===== src/rtl/core/wps_pkg.sv =====
package wps_pkg;

   typedef enum logic [2:0] {
      MODE_IDLE   = 3'd0,
      MODE_PREFIX = 3'd1,
      MODE_LETTER = 3'd2,
      MODE_DIGIT  = 3'd3,
      MODE_APOS   = 3'd4,
      MODE_HOLD   = 3'd5
   } mode_type;

   localparam logic [7:0] CHAR_APOS  = 8'h27;
   localparam logic [7:0] CHAR_SPACE = 8'h20;
   localparam logic [7:0] CHAR_TAB   = 8'h09;
   localparam logic [7:0] CHAR_LF    = 8'h0A;
   localparam logic [7:0] CHAR_CR    = 8'h0D;
   localparam logic [7:0] CHAR_LO_A  = 8'h61;
   localparam logic [7:0] CHAR_LO_Z  = 8'h7A;
   localparam logic [7:0] CHAR_UP_A  = 8'h41;
   localparam logic [7:0] CHAR_UP_Z  = 8'h5A;
   localparam logic [7:0] CHAR_ZERO  = 8'h30;
   localparam logic [7:0] CHAR_NINE  = 8'h39;
   localparam logic [7:0] CHAR_S     = 8'h73;
   localparam logic [7:0] CHAR_T     = 8'h74;
   localparam logic [7:0] CHAR_M     = 8'h6D;
   localparam logic [7:0] CHAR_D     = 8'h64;
   localparam logic [7:0] CHAR_R     = 8'h72;
   localparam logic [7:0] CHAR_V     = 8'h76;
   localparam logic [7:0] CHAR_L     = 8'h6C;
   localparam logic [7:0] CHAR_E     = 8'h65;
   localparam logic [7:0] ASCII_TOP  = 8'h7F;

   // Words bound for the result side; a pair carries two bytes.
   typedef struct packed {
      logic       two;
      logic [7:0] byte0;
      logic       start0;
      logic [7:0] byte1;
      logic       start1;
      logic       eot;
   } entry_type;

   typedef struct packed {
      logic      valid;
      entry_type entry;
   } push_type;

   typedef struct packed {
      mode_type mode;
      logic     seen;
      logic     start;
   } adv_type;

   function automatic logic is_letter(input logic [7:0] b);
      return (b >= CHAR_LO_A && b <= CHAR_LO_Z) || (b >= CHAR_UP_A && b <= CHAR_UP_Z) ||
             (b > ASCII_TOP);
   endfunction

   function automatic logic is_digit(input logic [7:0] b);
      return b >= CHAR_ZERO && b <= CHAR_NINE;
   endfunction

   function automatic logic is_ws(input logic [7:0] b);
      return b == CHAR_SPACE || b == CHAR_TAB || b == CHAR_LF || b == CHAR_CR;
   endfunction

   function automatic adv_type begin_body(input logic [7:0] b, input logic seen);
      adv_type r;
      r.seen  = seen;
      r.start = 1'b0;
      if (b == CHAR_APOS && seen) begin
         r.mode = MODE_APOS;
      end else if (is_letter(b)) begin
         r.mode = MODE_LETTER;
      end else if (is_digit(b)) begin
         r.mode = MODE_DIGIT;
      end else begin
         r.mode = MODE_IDLE;
         r.seen = 1'b1;
      end
      return r;
   endfunction

   // Feed one byte to the word tracker; start flags a new word.
   function automatic adv_type advance(input mode_type mode, input logic seen,
                                       input logic [7:0] b);
      adv_type r;
      logic    fall;
      logic    seen_w;
      r      = '{mode: mode, seen: seen, start: 1'b0};
      fall   = 1'b1;
      seen_w = seen;
      unique case (mode)
         MODE_LETTER: begin
            if (is_letter(b)) begin
               fall = 1'b0;
            end else begin
               seen_w = 1'b1;
            end
         end
         MODE_DIGIT: begin
            if (is_digit(b)) begin
               fall = 1'b0;
            end else begin
               seen_w = 1'b1;
            end
         end
         MODE_APOS: begin
            seen_w = 1'b1;
            if (b == CHAR_S || b == CHAR_T || b == CHAR_M || b == CHAR_D) begin
               fall = 1'b0;
               r    = '{mode: MODE_IDLE, seen: 1'b1, start: 1'b0};
            end
         end
         MODE_PREFIX: begin
            fall = 1'b0;
            r    = begin_body(b, seen);
         end
         default: begin
            fall = 1'b1;
         end
      endcase
      if (fall) begin
         if (is_ws(b)) begin
            r = '{mode: MODE_PREFIX, seen: seen_w, start: 1'b1};
         end else begin
            r       = begin_body(b, seen_w);
            r.start = 1'b1;
         end
      end
      return r;
   endfunction

endpackage


===== src/rtl/core/wps_front.sv =====
module wps_front
   import wps_pkg::*;
(
   input  logic       clock,
   input  logic       reset,
   input  logic       req_valid,
   output logic       req_ready,
   input  logic [7:0] req_data_byte,
   input  logic       req_end_of_text,
   input  logic       push_ready,
   output push_type   push
);

   mode_type   mode_ff, mode_in;
   logic       seen_ff, seen_in;
   logic [7:0] held_ff, held_in;
   logic       held_valid_ff, held_valid_in;

   logic       accept;
   logic       emit;
   entry_type  entry;
   adv_type    a1;
   adv_type    a2;
   logic [7:0] want;

   assign req_ready = push_ready;
   assign accept    = req_valid && req_ready;

   always_comb begin
      mode_in       = mode_ff;
      seen_in       = seen_ff;
      held_in       = held_ff;
      held_valid_in = held_valid_ff;
      emit          = 1'b0;
      entry         = '0;
      entry.eot     = req_end_of_text;
      want          = (held_ff == CHAR_L) ? CHAR_L : CHAR_E;
      a1            = '0;
      a2            = '0;
      if (mode_ff == MODE_HOLD && held_valid_ff) begin
         emit          = 1'b1;
         entry.two     = 1'b1;
         entry.byte0   = held_ff;
         entry.byte1   = req_data_byte;
         held_in       = '0;
         held_valid_in = 1'b0;
         if (req_data_byte == want) begin
            mode_in = MODE_IDLE;
            seen_in = 1'b1;
         end else begin
            a1           = advance(MODE_IDLE, 1'b1, held_ff);
            a2           = advance(a1.mode, a1.seen, req_data_byte);
            entry.start0 = a1.start;
            entry.start1 = a2.start;
            mode_in      = a2.mode;
            seen_in      = a2.seen;
         end
      end else begin
         a1 = advance((mode_ff == MODE_HOLD) ? MODE_IDLE : mode_ff, seen_ff, req_data_byte);
         // Hold r, v or l after a contraction apostrophe until the next byte.
         if (mode_ff == MODE_APOS && !req_end_of_text &&
             (req_data_byte == CHAR_R || req_data_byte == CHAR_V ||
              req_data_byte == CHAR_L)) begin
            held_in       = req_data_byte;
            held_valid_in = 1'b1;
            mode_in       = MODE_HOLD;
         end else begin
            emit         = 1'b1;
            entry.byte0  = req_data_byte;
            entry.start0 = a1.start;
            mode_in      = a1.mode;
            seen_in      = a1.seen;
         end
      end
      if (req_end_of_text) begin
         mode_in       = MODE_IDLE;
         seen_in       = 1'b0;
         held_in       = '0;
         held_valid_in = 1'b0;
      end
      push.valid = accept && emit;
      push.entry = entry;
   end

   always_ff @(posedge clock) begin
      if (reset) begin
         mode_ff       <= MODE_IDLE;
         seen_ff       <= 1'b0;
         held_ff       <= '0;
         held_valid_ff <= 1'b0;
      end else if (accept) begin
         mode_ff       <= mode_in;
         seen_ff       <= seen_in;
         held_ff       <= held_in;
         held_valid_ff <= held_valid_in;
      end
   end

endmodule


===== src/rtl/core/wps_back.sv =====
module wps_back
   import wps_pkg::*;
#(
   parameter int QueueDepth = 4
) (
   input  logic       clock,
   input  logic       reset,
   input  push_type   push,
   output logic       push_ready,
   output logic       rsp_valid,
   input  logic       rsp_ready,
   output logic [7:0] rsp_out_byte,
   output logic       rsp_word_start,
   output logic       rsp_text_done,
   output logic       rsp_run_end
);

   localparam int PtrWidth = (QueueDepth > 1) ? $clog2(QueueDepth) : 1;
   localparam int CntWidth = $clog2(QueueDepth + 1);
   localparam logic [PtrWidth-1:0] PtrLast = PtrWidth'(QueueDepth - 1);
   localparam logic [CntWidth-1:0] CntFull = CntWidth'(QueueDepth);

   entry_type             queue_mem [QueueDepth];
   logic [PtrWidth-1:0]   wr_ptr_ff, wr_ptr_in;
   logic [PtrWidth-1:0]   rd_ptr_ff, rd_ptr_in;
   logic [CntWidth-1:0]   count_ff, count_in;
   logic                  sub_ff, sub_in;
   logic                  valid_ff, valid_in;
   logic [7:0]            byte_ff;
   logic                  start_ff;
   logic                  done_ff;
   logic                  last_ff;

   entry_type             head;
   logic                  have;
   logic                  load;
   logic                  last;
   logic                  do_push;
   logic                  do_pop;

   assign push_ready = count_ff != CntFull;
   assign do_push    = push.valid && push_ready;
   assign head       = queue_mem[rd_ptr_ff];
   assign have       = count_ff != '0;
   assign load       = have && (!valid_ff || rsp_ready);
   assign last       = !head.two || sub_ff;
   assign do_pop     = load && last;

   always_comb begin
      wr_ptr_in = wr_ptr_ff;
      rd_ptr_in = rd_ptr_ff;
      count_in  = count_ff;
      sub_in    = sub_ff;
      valid_in  = valid_ff;
      if (do_push) begin
         wr_ptr_in = (wr_ptr_ff == PtrLast) ? '0 : wr_ptr_ff + 1'b1;
      end
      if (do_pop) begin
         rd_ptr_in = (rd_ptr_ff == PtrLast) ? '0 : rd_ptr_ff + 1'b1;
      end
      if (do_push && !do_pop) begin
         count_in = count_ff + 1'b1;
      end else if (do_pop && !do_push) begin
         count_in = count_ff - 1'b1;
      end
      if (load) begin
         sub_in   = !last;
         valid_in = 1'b1;
      end else if (rsp_ready) begin
         valid_in = 1'b0;
      end
   end

   always_ff @(posedge clock) begin
      if (reset) begin
         wr_ptr_ff <= '0;
         rd_ptr_ff <= '0;
         count_ff  <= '0;
         sub_ff    <= 1'b0;
         valid_ff  <= 1'b0;
      end else begin
         wr_ptr_ff <= wr_ptr_in;
         rd_ptr_ff <= rd_ptr_in;
         count_ff  <= count_in;
         sub_ff    <= sub_in;
         valid_ff  <= valid_in;
      end
   end

   always_ff @(posedge clock) begin
      if (do_push) begin
         queue_mem[wr_ptr_ff] <= push.entry;
      end
   end

   // Output stage: take the second byte of a pair at the next load after the first.
   always_ff @(posedge clock) begin
      if (load) begin
         byte_ff  <= sub_ff ? head.byte1 : head.byte0;
         start_ff <= sub_ff ? head.start1 : head.start0;
         done_ff  <= last && head.eot;
         last_ff  <= last;
      end
   end

   assign rsp_valid      = valid_ff;
   assign rsp_out_byte   = byte_ff;
   assign rsp_word_start = start_ff;
   assign rsp_text_done  = done_ff;
   assign rsp_run_end    = last_ff;

endmodule


===== src/rtl/core/text_pretokenizer_word_splitter_unit.sv =====
// Byte-level word splitter: text bytes go in one per cycle while the queue
// has room and come out in the same order, each marked where a new word
// starts (letter runs, digit runs, single other bytes and apostrophe
// contractions, with one whitespace byte leading a word). Throughput is one
// byte per cycle on both sides while the queue has room and rsp_ready is
// high; a front stage updates the word state for each byte and hands its
// results to a QueueDepth-entry queue drained by a registered output stage.
// An r, v or l straight after a contraction apostrophe gives no result
// until the next byte arrives, which then gives two (one per cycle while rsp_ready is high).
// After the byte marked end of text all word state returns to reset.
module text_pretokenizer_word_splitter_unit
   import wps_pkg::*;
#(
   parameter int QueueDepth = 4
) (
   input  logic       clock,
   input  logic       reset,
   input  logic       req_valid,
   output logic       req_ready,
   input  logic [7:0] req_data_byte,
   input  logic       req_end_of_text,
   output logic       rsp_valid,
   input  logic       rsp_ready,
   output logic [7:0] rsp_out_byte,
   output logic       rsp_word_start,
   output logic       rsp_text_done,
   output logic       rsp_run_end
);

   push_type push;
   logic     push_ready;

   wps_front u_front (
      .clock           (clock),
      .reset           (reset),
      .req_valid       (req_valid),
      .req_ready       (req_ready),
      .req_data_byte   (req_data_byte),
      .req_end_of_text (req_end_of_text),
      .push_ready      (push_ready),
      .push            (push)
   );

   wps_back #(
      .QueueDepth (QueueDepth)
   ) u_back (
      .clock          (clock),
      .reset          (reset),
      .push           (push),
      .push_ready     (push_ready),
      .rsp_valid      (rsp_valid),
      .rsp_ready      (rsp_ready),
      .rsp_out_byte   (rsp_out_byte),
      .rsp_word_start (rsp_word_start),
      .rsp_text_done  (rsp_text_done),
      .rsp_run_end    (rsp_run_end)
   );

`ifndef SYNTHESIS
   a_pair_follows: assert property (@(posedge clock) disable iff (reset)
      rsp_valid && !rsp_run_end |=> rsp_valid)
      else $error("second word of a pair missing");

   a_done_is_last: assert property (@(posedge clock) disable iff (reset)
      rsp_valid && rsp_text_done |-> rsp_run_end)
      else $error("end of text flagged before last word of its byte");

   a_push_needs_room: assert property (@(posedge clock) disable iff (reset)
      push.valid |-> push_ready && req_valid)
      else $error("front pushed without an accepted byte");

   a_reset_clears: assert property (@(posedge clock)
      reset |=> !rsp_valid)
      else $error("output valid after reset");
`endif

endmodule


===== config.mk =====
export PLATFORM = sky130hd
export DESIGN_NAME = text_pretokenizer_word_splitter_unit
export DESIGN_NICKNAME = d
export VERILOG_FILES = /design/src/rtl/core/wps_pkg.sv /design/src/rtl/core/wps_front.sv /design/src/rtl/core/wps_back.sv /design/src/rtl/core/text_pretokenizer_word_splitter_unit.sv
export SDC_FILE = /design/constraint.sdc
export NUM_CORES = 1
export LEC_CHECK = 0
export ABC_AREA = 1
export BUFFER_PORTS_ARGS = -buffer_cell sky130_fd_sc_hd__buf_4
export CAP_MARGIN = 20
export CORE_MARGIN = 4
export CORE_UTILIZATION = 40
export CTS_CLUSTER_SIZE = 28
export DETAILED_ROUTE_END_ITERATION = 8
export REMOVE_ABC_BUFFERS = 1
export SETUP_SLACK_MARGIN = 0.2
export SYNTH_ARGS = -nofsm -noshare
export SYNTH_HDL_FRONTEND = slang
export SYNTH_SLANG_ARGS = --single-unit

===== constraint.sdc =====
create_clock -name clock -period 2.91 [get_ports clock]
set_clock_uncertainty 0.2 [all_clocks]
set_input_delay 0.582 -clock clock [delete_from_list [all_inputs] [get_ports clock]]
set_output_delay 0.582 -clock clock [all_outputs]
set_load 0.02 [all_outputs]

==> tab_implementation.tex, run 1 <==
\begin{tabular}{lr}
\hline
Metric & Value \\
\hline
\multicolumn{2}{l}{\textbf{Finish}} \\
Total area of multi-input combinational cells & 0.00183 mm² \\
Share of final-layout standard cells stronger than drive strength 1 & 16.5\% \\
Antenna diode count & 0 \\
Sequential Area & 0.00321 mm² \\
Layout overhead on the synthesized area & 19.0\% \\
Final instance area & 0.00635 mm² \\
Layout fillers & 1173 \\
Number of nets in the layout & 619 \\
\multicolumn{2}{l}{\textbf{Drt}} \\
Routed length on met2 & 5800 µm \\
Top routing layer in use & met4 \\
Average routed wire per standard cell & 15.5 µm \\
Final WL & 12200 µm \\
Post-DR vias/cell & 5.14 \\
Routed vias & 4021 \\
DRC & 0 \\
Number of violations reported at the end of detailed-routing iteration 0 & 379 \\
Final ANT Viol Nets & 0 \\
Wire length on met1 & 5610 µm \\
Met3 layer wire length in the routed design & 570 µm \\
First drt pass iteration count & 5 \\
\multicolumn{2}{l}{\textbf{Logic synthesis}} \\
Main area contributors after synthesis & edfxtp\_1, dfxtp\_1, nor2\_1, o21ai\_0, nand2\_1 \\
Post-synth ARST share & 0\% \\
Portion of the post-synthesis area used by sequential elements & 60.2\% \\
Number of flops mapped to enable cells by yosys & 91 \\
Post-synthesis cell type count & 35 \\
Top post-synthesis cells by count & nor2\_1, edfxtp\_1, nand2\_1 \\
Primary FF master, synth & edfxtp\_1 \\
Top cell type by total area after synthesis & edfxtp\_1 \\
Number of synthesized register bits & 115 \\
Mean instance size in the synthesized netlist & 9.49 µm² \\
Ys Warns & 0 \\
Most frequently used cell type in the post-synthesis netlist & nor2\_1 \\
Fraction of post-synthesis cell area in the top cell type by area & 51.2\% \\
Post-Synthesis Cells & 562 \\
Synthesized area & 0.00534 mm² \\
\multicolumn{2}{l}{\textbf{Pwr}} \\
VDD IR max & 0.000402 V \\
Overall Power & 5.80 mW \\
Leakage power & 2.45 nW \\
Power per standard cell area & 914 mW/mm² \\
\multicolumn{2}{l}{\textbf{Min path}} \\
Hold path cells & 1 \\
End point of the most critical hold path & u\_back.queue\_mem[3][0]\$\_DFFE\_PP\_ \\
HP Class & in -> reg \\
Startpoint of the worst hold path & req\_end\_of\_text \\
\multicolumn{2}{l}{\textbf{Global route}} \\
Overall Global Routing Usage & 17.2\% \\
Wire length of the first global-routing pass & 19500 µm \\
Total grt overflow & 0 \\
Largest net degree at the start of global routing & 35 \\
Number of global-route vias before repair & 3744 \\
Antenna violations before repair & 0 \\
\multicolumn{2}{l}{\textbf{Critical path}} \\
Worst Setup Start Kind & input pin \\
Critical Path End Type & flip-flop \\
Critical path type & in -> reg \\
Critical-path maximum fanout & 9 \\
Worst reg-to-reg setup slack & 0.46 ns \\
Crit path required time & 3.00 ns \\
Reg2Reg Depth & 11 \\
Terminus of the critical flop-to-flop path & u\_back.count\_ff[2]\$\_SDFFE\_PP0P\_ \\
WP data arrival & 2.55 ns \\
\multicolumn{2}{l}{\textbf{Clock tree}} \\
Clock latency on the worst-skew pair & 0.41 ns \\
Clock tree buffer depth & 2 \\
Num CTS Buffers & 17 \\
Number of buffers added for setup after CTS & 0 \\
Clock-pin transition on the worst setup and hold timing paths & 0.05 ns \\
Clock sink count & 115 \\
CTS root buf & clkbuf\_16 \\
H-tree depth & 4 \\
Clock tree from TritonCTS & done \\
\multicolumn{2}{l}{\textbf{STA}} \\
Worst-Margin Slew & 0.594 ns \\
Setup repair after global routing missed its margin & no \\
Endpoints failing hold & 0 \\
Setup total negative slack & 0 ns \\
Final worst path period need & 2.45 ns \\
Final setup vio count & 0 \\
Final worst path period share & 84.3\% \\
Slew HR & 59.9\% \\
Pins over their slew limit & 0 \\
Peak Freq & 0.408 GHz \\
Final WS setup & 0.457 ns \\
\multicolumn{2}{l}{\textbf{Place}} \\
Cell Area, Placed & 0.00575 mm² \\
Number of buffers inserted by port buffering & 25 \\
Last weighted congestion value of the routability-driven placer & 0.883 \\
Worst-case setup slack after placement & 0.0668 ns \\
Final HPWL DP & 8010 µm \\
\multicolumn{2}{l}{\textbf{Status}} \\
Run status & complete, no violations \\
\multicolumn{2}{l}{\textbf{Die}} \\
Number of rows in the core area & 41 \\
Vertical die dimension & 123 µm \\
Core Region & 0.0128 mm² \\
Overall die area & 0.0152 mm² \\
Starting utilization of the core area & 41.6\% \\
Top-level port count & 26 \\
Die boundary width & 123 µm \\
\multicolumn{2}{l}{\textbf{Flow run}} \\
Number of maximum-capacitance violations & 0 \\
\hline
\end{tabular}
[area by class of cell]
class                      instances  area share, %
clock buffer                      17           6.70
multi-input combinational        369           28.8
tap                              172           3.39
sequential                       115           50.6
clock inverter                    14           2.66
inverter                          59           3.49
timing repair buffer              37           4.38
[routing by layer]
metal  vias to the layer above  global-route usage (%)
met3                        18                    4.39
met1                      1898                    22.3
met2                        95                    27.1
li1                       2010                       -
met5                         -                       0
met4                         0                    7.75
[how the worst max path moves through the flow]
stage                                                from                              end  slack [ns]
after floorplan                                 flip-flop  u_back.count_ff[1]$_SDFFE_PP0P_       -0.29
after global placement                   req_data_byte[7]  u_back.count_ff[1]$_SDFFE_PP0P_        0.13
after detailed placement                 req_data_byte[7]  u_back.count_ff[1]$_SDFFE_PP0P_        0.07
after CTS                 u_back.count_ff[0]$_SDFFE_PP0P_  u_back.count_ff[2]$_SDFFE_PP0P_        0.41
after global routing                            flip-flop  u_back.count_ff[2]$_SDFFE_PP0P_        0.23
final                                    req_data_byte[7]  u_back.count_ff[1]$_SDFFE_PP0P_        0.46
[worst max-delay path, stage by stage]
cell	delay [ns]
buf_4	0.12
inv_2	0.07
nand3_1	0.12
nor2_1	0.15
nand3_1	0.11
o21ai_2	0.18
nand3_4	0.14
nand2_4	0.13
inv_2	0.05
ha_1	0.17
inv_1	0.11
fa_1	0.40
o21ai_0	0.16
a21oi_1	0.06
[per-stage QoR]
step	hold WS (ns)	utilization [%]	instances
finish	0.210	49.5	783
global route	0.190	49.5	783
CTS	0.189	49.5	783
detailed placement	0.265	44.8	752
global placement	0.262	44.8	752
floorplan	0.233	-	543
[cell usage in the layout (no fill, tap or decap), drive strengths merged, types with 4 or more instances in the layout]
cell type    n
ha           6
a21oi       20
nor2       118
clkinv      12
nand2       80
edfxtp      91
o22ai       17
o21ai       61
nor3         5
bufinv       4
a31oi       11
buf         37
inv         56
nand3       34
nand4        9
clkbuf      17
dfxtp       24
[cell families after synthesis]
kind of cell               after synthesis  share of synthesized area (%)
AOI/OAI and AO/OA                      114                           11.8
xor gates and xnor gates                 1                          0.164
adders and majority gates                7                           1.78
buffers and inverters                   78                           5.70
DFF                                    115                           60.2
and+or+nand+nor                        247                           20.3
[repair_timing]
item / CTS / global route
endpoints found under the setup margin: 0 / 1
hold buffers: 0 / 0
resized for setup: 0 / 1
hold endpoints to repair: 0 / 0
[report_power, final]
group / total, mW / internal [mW] / leakage [nW] / switching, mW
Clock: 2.10 / 1.40 / 0.294 / 0.696
Combinational: 1.50 / 0.520 / 1.13 / 0.982
Sequential: 2.20 / 2.10 / 1.03 / 0.0970
Total: 5.80 / 4.03 / 2.45 / 1.78
[state kept, by name, summed over array words and instances (netlist names), 2 cells and up, named ones only]
register	count
u_back.queue_mem	80
u_front.held_ff	8
u_back.rd_ptr_ff	2
u_back.count_ff	3
u_front.mode_ff	3
u_back.rsp_out_byte	8
u_back.wr_ptr_ff	2
No activity file was read; power rests on OpenSTA's default activity.
==> inputs of run 2 (changes only) <==
--- a/config.mk
+++ b/config.mk
@@ -5,7 +5,7 @@
 export SDC_FILE = /design/constraint.sdc
 export NUM_CORES = 1
 export LEC_CHECK = 0
-export ABC_AREA = 1
+export ABC_AREA = 0
 export BUFFER_PORTS_ARGS = -buffer_cell sky130_fd_sc_hd__buf_4
 export CAP_MARGIN = 20
 export CORE_MARGIN = 4
==> constraint.sdc (replaced) <==
create_clock -name clock -period 2.3 [get_ports clock]
set_clock_uncertainty 0.2 [all_clocks]
set_input_delay 0.46 -clock clock [delete_from_list [all_inputs] [get_ports clock]]
set_output_delay 0.46 -clock clock [all_outputs]
set_load 0.02 [all_outputs]
==> run 2 against run 1 <==
Net effect:
- sequential cell count is the same
- clock power up 25%
- die area down 1.6%
- sequential share of layout area is 7.9 points lower
- utilization rose by 9.8 points
- hold slack worse by 0.10 ns
- routed wire length is 13% higher
- the run now ends with negative setup slack left
- worst setup slack worse by 0.49 ns
- clock-buffer cell count stayed put
- critical path depth fell by 4
- global-route usage rose by 2.1 points
==> tab_implementation.tex, run 2 <==
\begin{tabular}{lr}
\hline
Metric & Value \\
\hline
\multicolumn{2}{l}{\textbf{STA}} \\
Final setup vio count & 2 (was 0) \\
Setup total negative slack & -0.0565 ns (was 0 ns) \\
Final worst path period need & 2.34 ns \\
Setup repair after global routing missed its margin & yes (was no) \\
Final WS setup & -0.0351 ns (was 0.457 ns) \\
Endpoints failing hold & 0 (unchanged) \\
WHS & 0.106 ns (was 0.210 ns) \\
Slew HR & 61.0\% (was 59.9\%) \\
Pins over their slew limit & 0 (unchanged) \\
Final worst path period share & 102\% \\
Worst-Margin Slew & 0.579 ns (was 0.594 ns) \\
Peak Freq & 0.428 GHz \\
\multicolumn{2}{l}{\textbf{Finish}} \\
Commonest non-fill, non-tap cell in the layout & buf\_4 (was nor2\_1) \\
Largest register by flop count & u\_back.queue\_mem (unchanged) \\
Sequential Area & 0.00322 mm² (was 0.00321 mm²) \\
Number of nets in the layout & 536 (was 619) \\
Share of final-layout standard cells stronger than drive strength 1 & 45.6\% (was 16.5\%) \\
Total area of multi-input combinational cells & 0.00213 mm² (was 0.00183 mm²) \\
Layout fillers & 1022 (was 1173) \\
Antenna diode count & 0 (unchanged) \\
Max FFs per register & 80 (unchanged) \\
Fin util & 59.3\% (was 49.5\%) \\
Most used cells in the layout excluding fill and tap cells & buf\_4, edfxtp\_1, nand2\_1 (was nor2\_1, edfxtp\_1, nand2\_1) \\
Final instance area & 0.00754 mm² (was 0.00635 mm²) \\
Layout overhead on the synthesized area & 43.8\% (was 19.0\%) \\
\multicolumn{2}{l}{\textbf{Logic synthesis}} \\
Synthesized area & 0.00525 mm² (was 0.00534 mm²) \\
Mean instance size in the synthesized netlist & 13.5 µm² (was 9.49 µm²) \\
Fraction of post-synthesis cell area in the top cell type by area & 52.1\% (was 51.2\%) \\
Area fraction in compound gates after synthesis & 8.75\% (was 11.8\%) \\
Dominant combinational cell family by area after synthesis & simple AND/OR/NAND/NOR gates (unchanged) \\
Multiplexer fraction of the synthesized cell area & 11.1\% (was 0\%) \\
Ys Warns & 0 (unchanged) \\
Post-synthesis cell type count & 62 (was 35) \\
Post-synthesis simple-gate area fraction & 13.9\% (was 20.3\%) \\
Portion of the post-synthesis area used by sequential elements & 61.2\% (was 60.2\%) \\
Primary FF master, synth & edfxtp\_1 (unchanged) \\
Post-Synthesis Cells & 389 (was 562) \\
Main area contributors after synthesis & edfxtp\_1, dfxtp\_1, mux4\_2, nand2\_1, mux2\_2 (was edfxtp\_1, dfxtp\_1, nor2\_1, o21ai\_0, nand2\_1) \\
Most frequently used cell type in the post-synthesis netlist & edfxtp\_1 (was nor2\_1) \\
Top post-synthesis cells by count & edfxtp\_1, nand2\_1, dfxtp\_1 (was nor2\_1, edfxtp\_1, nand2\_1) \\
Top cell type by total area after synthesis & edfxtp\_1 (unchanged) \\
Post-synthesis adder-cell area fraction & 1.81\% (was 1.78\%) \\
Number of flops mapped to enable cells by yosys & 91 (unchanged) \\
Synthesized-area fraction occupied by xor and xnor cells & 0.334\% (was 0.164\%) \\
Number of synthesized register bits & 115 (unchanged) \\
Post-synth ARST share & 0\% (unchanged) \\
\multicolumn{2}{l}{\textbf{Critical path}} \\
Critical-path maximum fanout & 2 (was 9) \\
WP data arrival & 2.48 ns (was 2.55 ns) \\
Maximum cell stage delay along the critical path & 0.51 ns (was 0.40 ns) \\
Reg2Reg Depth & 10 (was 11) \\
Worst Setup Start Kind & flip-flop (was input pin) \\
Critical path type & reg -> reg (was in -> reg) \\
Critical path, cell by cell & mux4\_2, nand2b\_1, and2\_4, inv\_4, ha\_4, inv\_2, fa\_2, xor2\_1, or3\_1, a21oi\_2 (was buf\_4, inv\_2, nand3\_1, nor2\_1, nand3\_1, o21ai\_2, nand3\_4, nand2\_4, inv\_2, ha\_1, inv\_1, fa\_1, o21ai\_0, a21oi\_1) \\
Critical Path End Type & flip-flop (unchanged) \\
Worst reg-to-reg setup slack & -0.04 ns (was 0.46 ns) \\
Crit path required time & 2.45 ns (was 3.00 ns) \\
Terminus of the critical flop-to-flop path & u\_back.count\_ff[2]\$\_SDFFE\_PP0P\_ (unchanged) \\
Cell type of the slowest stage on the worst timing path & mux4\_2 (was fa\_1) \\
\multicolumn{2}{l}{\textbf{Min path}} \\
Startpoint of the worst hold path & reset (was req\_end\_of\_text) \\
End point of the most critical hold path & u\_front.held\_ff[2]\$\_SDFFE\_PP0P\_ (was u\_back.queue\_mem[3][0]\$\_DFFE\_PP\_) \\
Hold path cells & 2 (was 1) \\
HP Class & in -> reg (unchanged) \\
\multicolumn{2}{l}{\textbf{Drt}} \\
Routed vias & 3782 (was 4021) \\
DRC & 0 (unchanged) \\
Average routed wire per standard cell & 19.6 µm (was 15.5 µm) \\
Final WL & 13700 µm (was 12200 µm) \\
Post-DR vias/cell & 5.40 (was 5.14) \\
First drt pass iteration count & 4 (was 5) \\
Final ANT Viol Nets & 0 (unchanged) \\
Number of violations reported at the end of detailed-routing iteration 0 & 285 (was 379) \\
\multicolumn{2}{l}{\textbf{Global route}} \\
Largest net degree at the start of global routing & 20 (was 35) \\
Antenna violations before repair & 0 (unchanged) \\
Number of global-route vias before repair & 3889 (was 3744) \\
Total grt overflow & 0 (unchanged) \\
Overall Global Routing Usage & 19.3\% (was 17.2\%) \\
Wire length of the first global-routing pass & 21200 µm (was 19500 µm) \\
\multicolumn{2}{l}{\textbf{Pwr}} \\
Power per standard cell area & 1000 mW/mm² (was 914 mW/mm²) \\
Leakage power & 2.76 nW (was 2.45 nW) \\
VDD IR max & 0.000496 V (was 0.000402 V) \\
\multicolumn{2}{l}{\textbf{Clock tree}} \\
Clock sink count & 115 (unchanged) \\
Clock tree from TritonCTS & done (unchanged) \\
Clock tree buffer depth & 2 (unchanged) \\
CTS root buf & clkbuf\_16 (unchanged) \\
Clock latency on the worst-skew pair & 0.42 ns (was 0.41 ns) \\
Num CTS Buffers & 17 (unchanged) \\
H-tree depth & 4 (unchanged) \\
Clock-pin transition on the worst setup and hold timing paths & 0.05 ns (about the same) \\
\multicolumn{2}{l}{\textbf{Die}} \\
Starting utilization of the core area & 41.2\% (was 41.6\%) \\
Top-level port count & 26 (unchanged) \\
Number of rows in the core area & 41 (unchanged) \\
Core Region & 0.0127 mm² (was 0.0128 mm²) \\
Die boundary width & 123 µm (about the same) \\
Overall die area & 0.0150 mm² (was 0.0152 mm²) \\
Vertical die dimension & 123 µm (about the same) \\
\multicolumn{2}{l}{\textbf{Place}} \\
Cell Area, Placed & 0.00613 mm² (was 0.00575 mm²) \\
Number of buffers inserted by port buffering & 25 (unchanged) \\
Final HPWL DP & 7900 µm (was 8010 µm) \\
Last weighted congestion value of the routability-driven placer & 0.843 (was 0.883) \\
\multicolumn{2}{l}{\textbf{Flow run}} \\
Number of maximum-capacitance violations & 0 (unchanged) \\
\multicolumn{2}{l}{\textbf{Status}} \\
Run status & finished, violations left (was complete, no violations) \\
Failing checks & negative setup slack \\
\hline
\end{tabular}
[run 2: cell types whose count changed in the layout (fill, tap and decap cells not counted), moves of 9 or more]
| cell | before | now |
|---|---|---|
| nor2_1 | 108 | 20 |
| buf_4 | 37 | 94 |
| inv_2 | 13 | 2 |
| nand3_1 | 30 | 2 |
| inv_1 | 43 | 12 |
| buf_6 | 0 | 16 |
| mux4_2 | 0 | 20 |
| o22ai_1 | 17 | 0 |
| nand2_1 | 75 | 35 |
| a31oi_1 | 10 | 0 |
| nor2_2 | 9 | 0 |
| mux2_2 | 0 | 9 |
| o21ai_0 | 57 | 13 |
[run 2: worst max-delay path by stage]
| stage | from | slack, ns | depth (start not counted) | to |
|---|---|---|---|---|
| after detailed placement | req_data_byte[4] | -0.63 | 14 | u_back.count_ff[2]$_SDFFE_PP0P_ |
| final | flip-flop | -0.04 | 10 | u_back.count_ff[2]$_SDFFE_PP0P_ |
| after global routing | u_back.queue_mem[3][19]$_DFFE_PP_ | -0.17 | 10 | u_back.count_ff[2]$_SDFFE_PP0P_ |
| after CTS | u_back.queue_mem[3][19]$_DFFE_PP_ | -0.09 | 10 | u_back.count_ff[2]$_SDFFE_PP0P_ |
| after global placement | req_data_byte[4] | -0.53 | 14 | u_back.count_ff[2]$_SDFFE_PP0P_ |
| after floorplan | flip-flop | -0.92 | 10 | u_back.count_ff[2]$_SDFFE_PP0P_ |
[run 2: per-layer routing]
metal	wire length [µm]	GRT usage [%]	up-vias
met3	640	5.44	35
met4	434	7.91	0
met1	5670	23.5	1899
met5	0	0	-
li1	-	-	1755
met2	7000	32.2	93
[run 2: cell type report]
cell class / instances / share of cell area, %
clock buffers: 17 / 5.64
clock inverters: 15 / 2.21
inverters: 16 / 0.863
multi-input cells: 238 / 28.3
flip-flops and latches: 115 / 42.7
well taps: 172 / 2.85
repair buffers: 128 / 17.5
[run 2: critical path, delay by kind of cell (launching register included)]
kind / cells / cell delay, ns
buffers and inverters: 2 / 0.09
muxes: 1 / 0.51
AOI/OAI and AO/OA: 1 / 0.13
xor gates and xnor gates: 1 / 0.07
and+or+nand+nor: 3 / 0.61
adders and majority gates: 2 / 0.33
DFF: 1 / 0.34
[run 2: per-stage QoR]
| stage | setup slack [ns] | power, mW | instances |
|---|---|---|---|
| after floorplan | -0.915 | 3.81 | 369 |
| after global placement | -0.534 | 4.49 | 635 |
| after detailed placement | -0.630 | 4.54 | 635 |
| after CTS | -0.0892 | 7.50 | 691 |
| after global routing | -0.175 | 7.92 | 701 |
| final | -0.0351 | 7.57 | 701 |
[run 2: cells by family (layout without fill, tap and decap cells)]
kind of cell / Yosys count / after routing
AND/OR/NAND/NOR: 132 / 132
flip-flops: 115 / 115
AO/OA/AOI/OAI: 65 / 65
buffers and inverters: 36 / 176
multiplexers: 32 / 32
adder cells (fa/ha/maj): 7 / 7
XOR/XNOR: 2 / 2
[run 2: power breakdown]
group	total, mW	internal (mW)	switching (mW)
sequential	2.71	2.61	0.108
combinational	2.23	1.20	1.03
clock	2.62	1.69	0.936
total	7.57	5.49	2.08
[run 2: repair_timing]
action / 4_1_cts / 5_1_grt
pin swaps: 27 / 17
setup buffers: 16 / 6
setup endpoints to repair: 95 / 96
gates resized for setup: 64 / 31
cloned: 8 / 4
hold buffers: 0 / 0
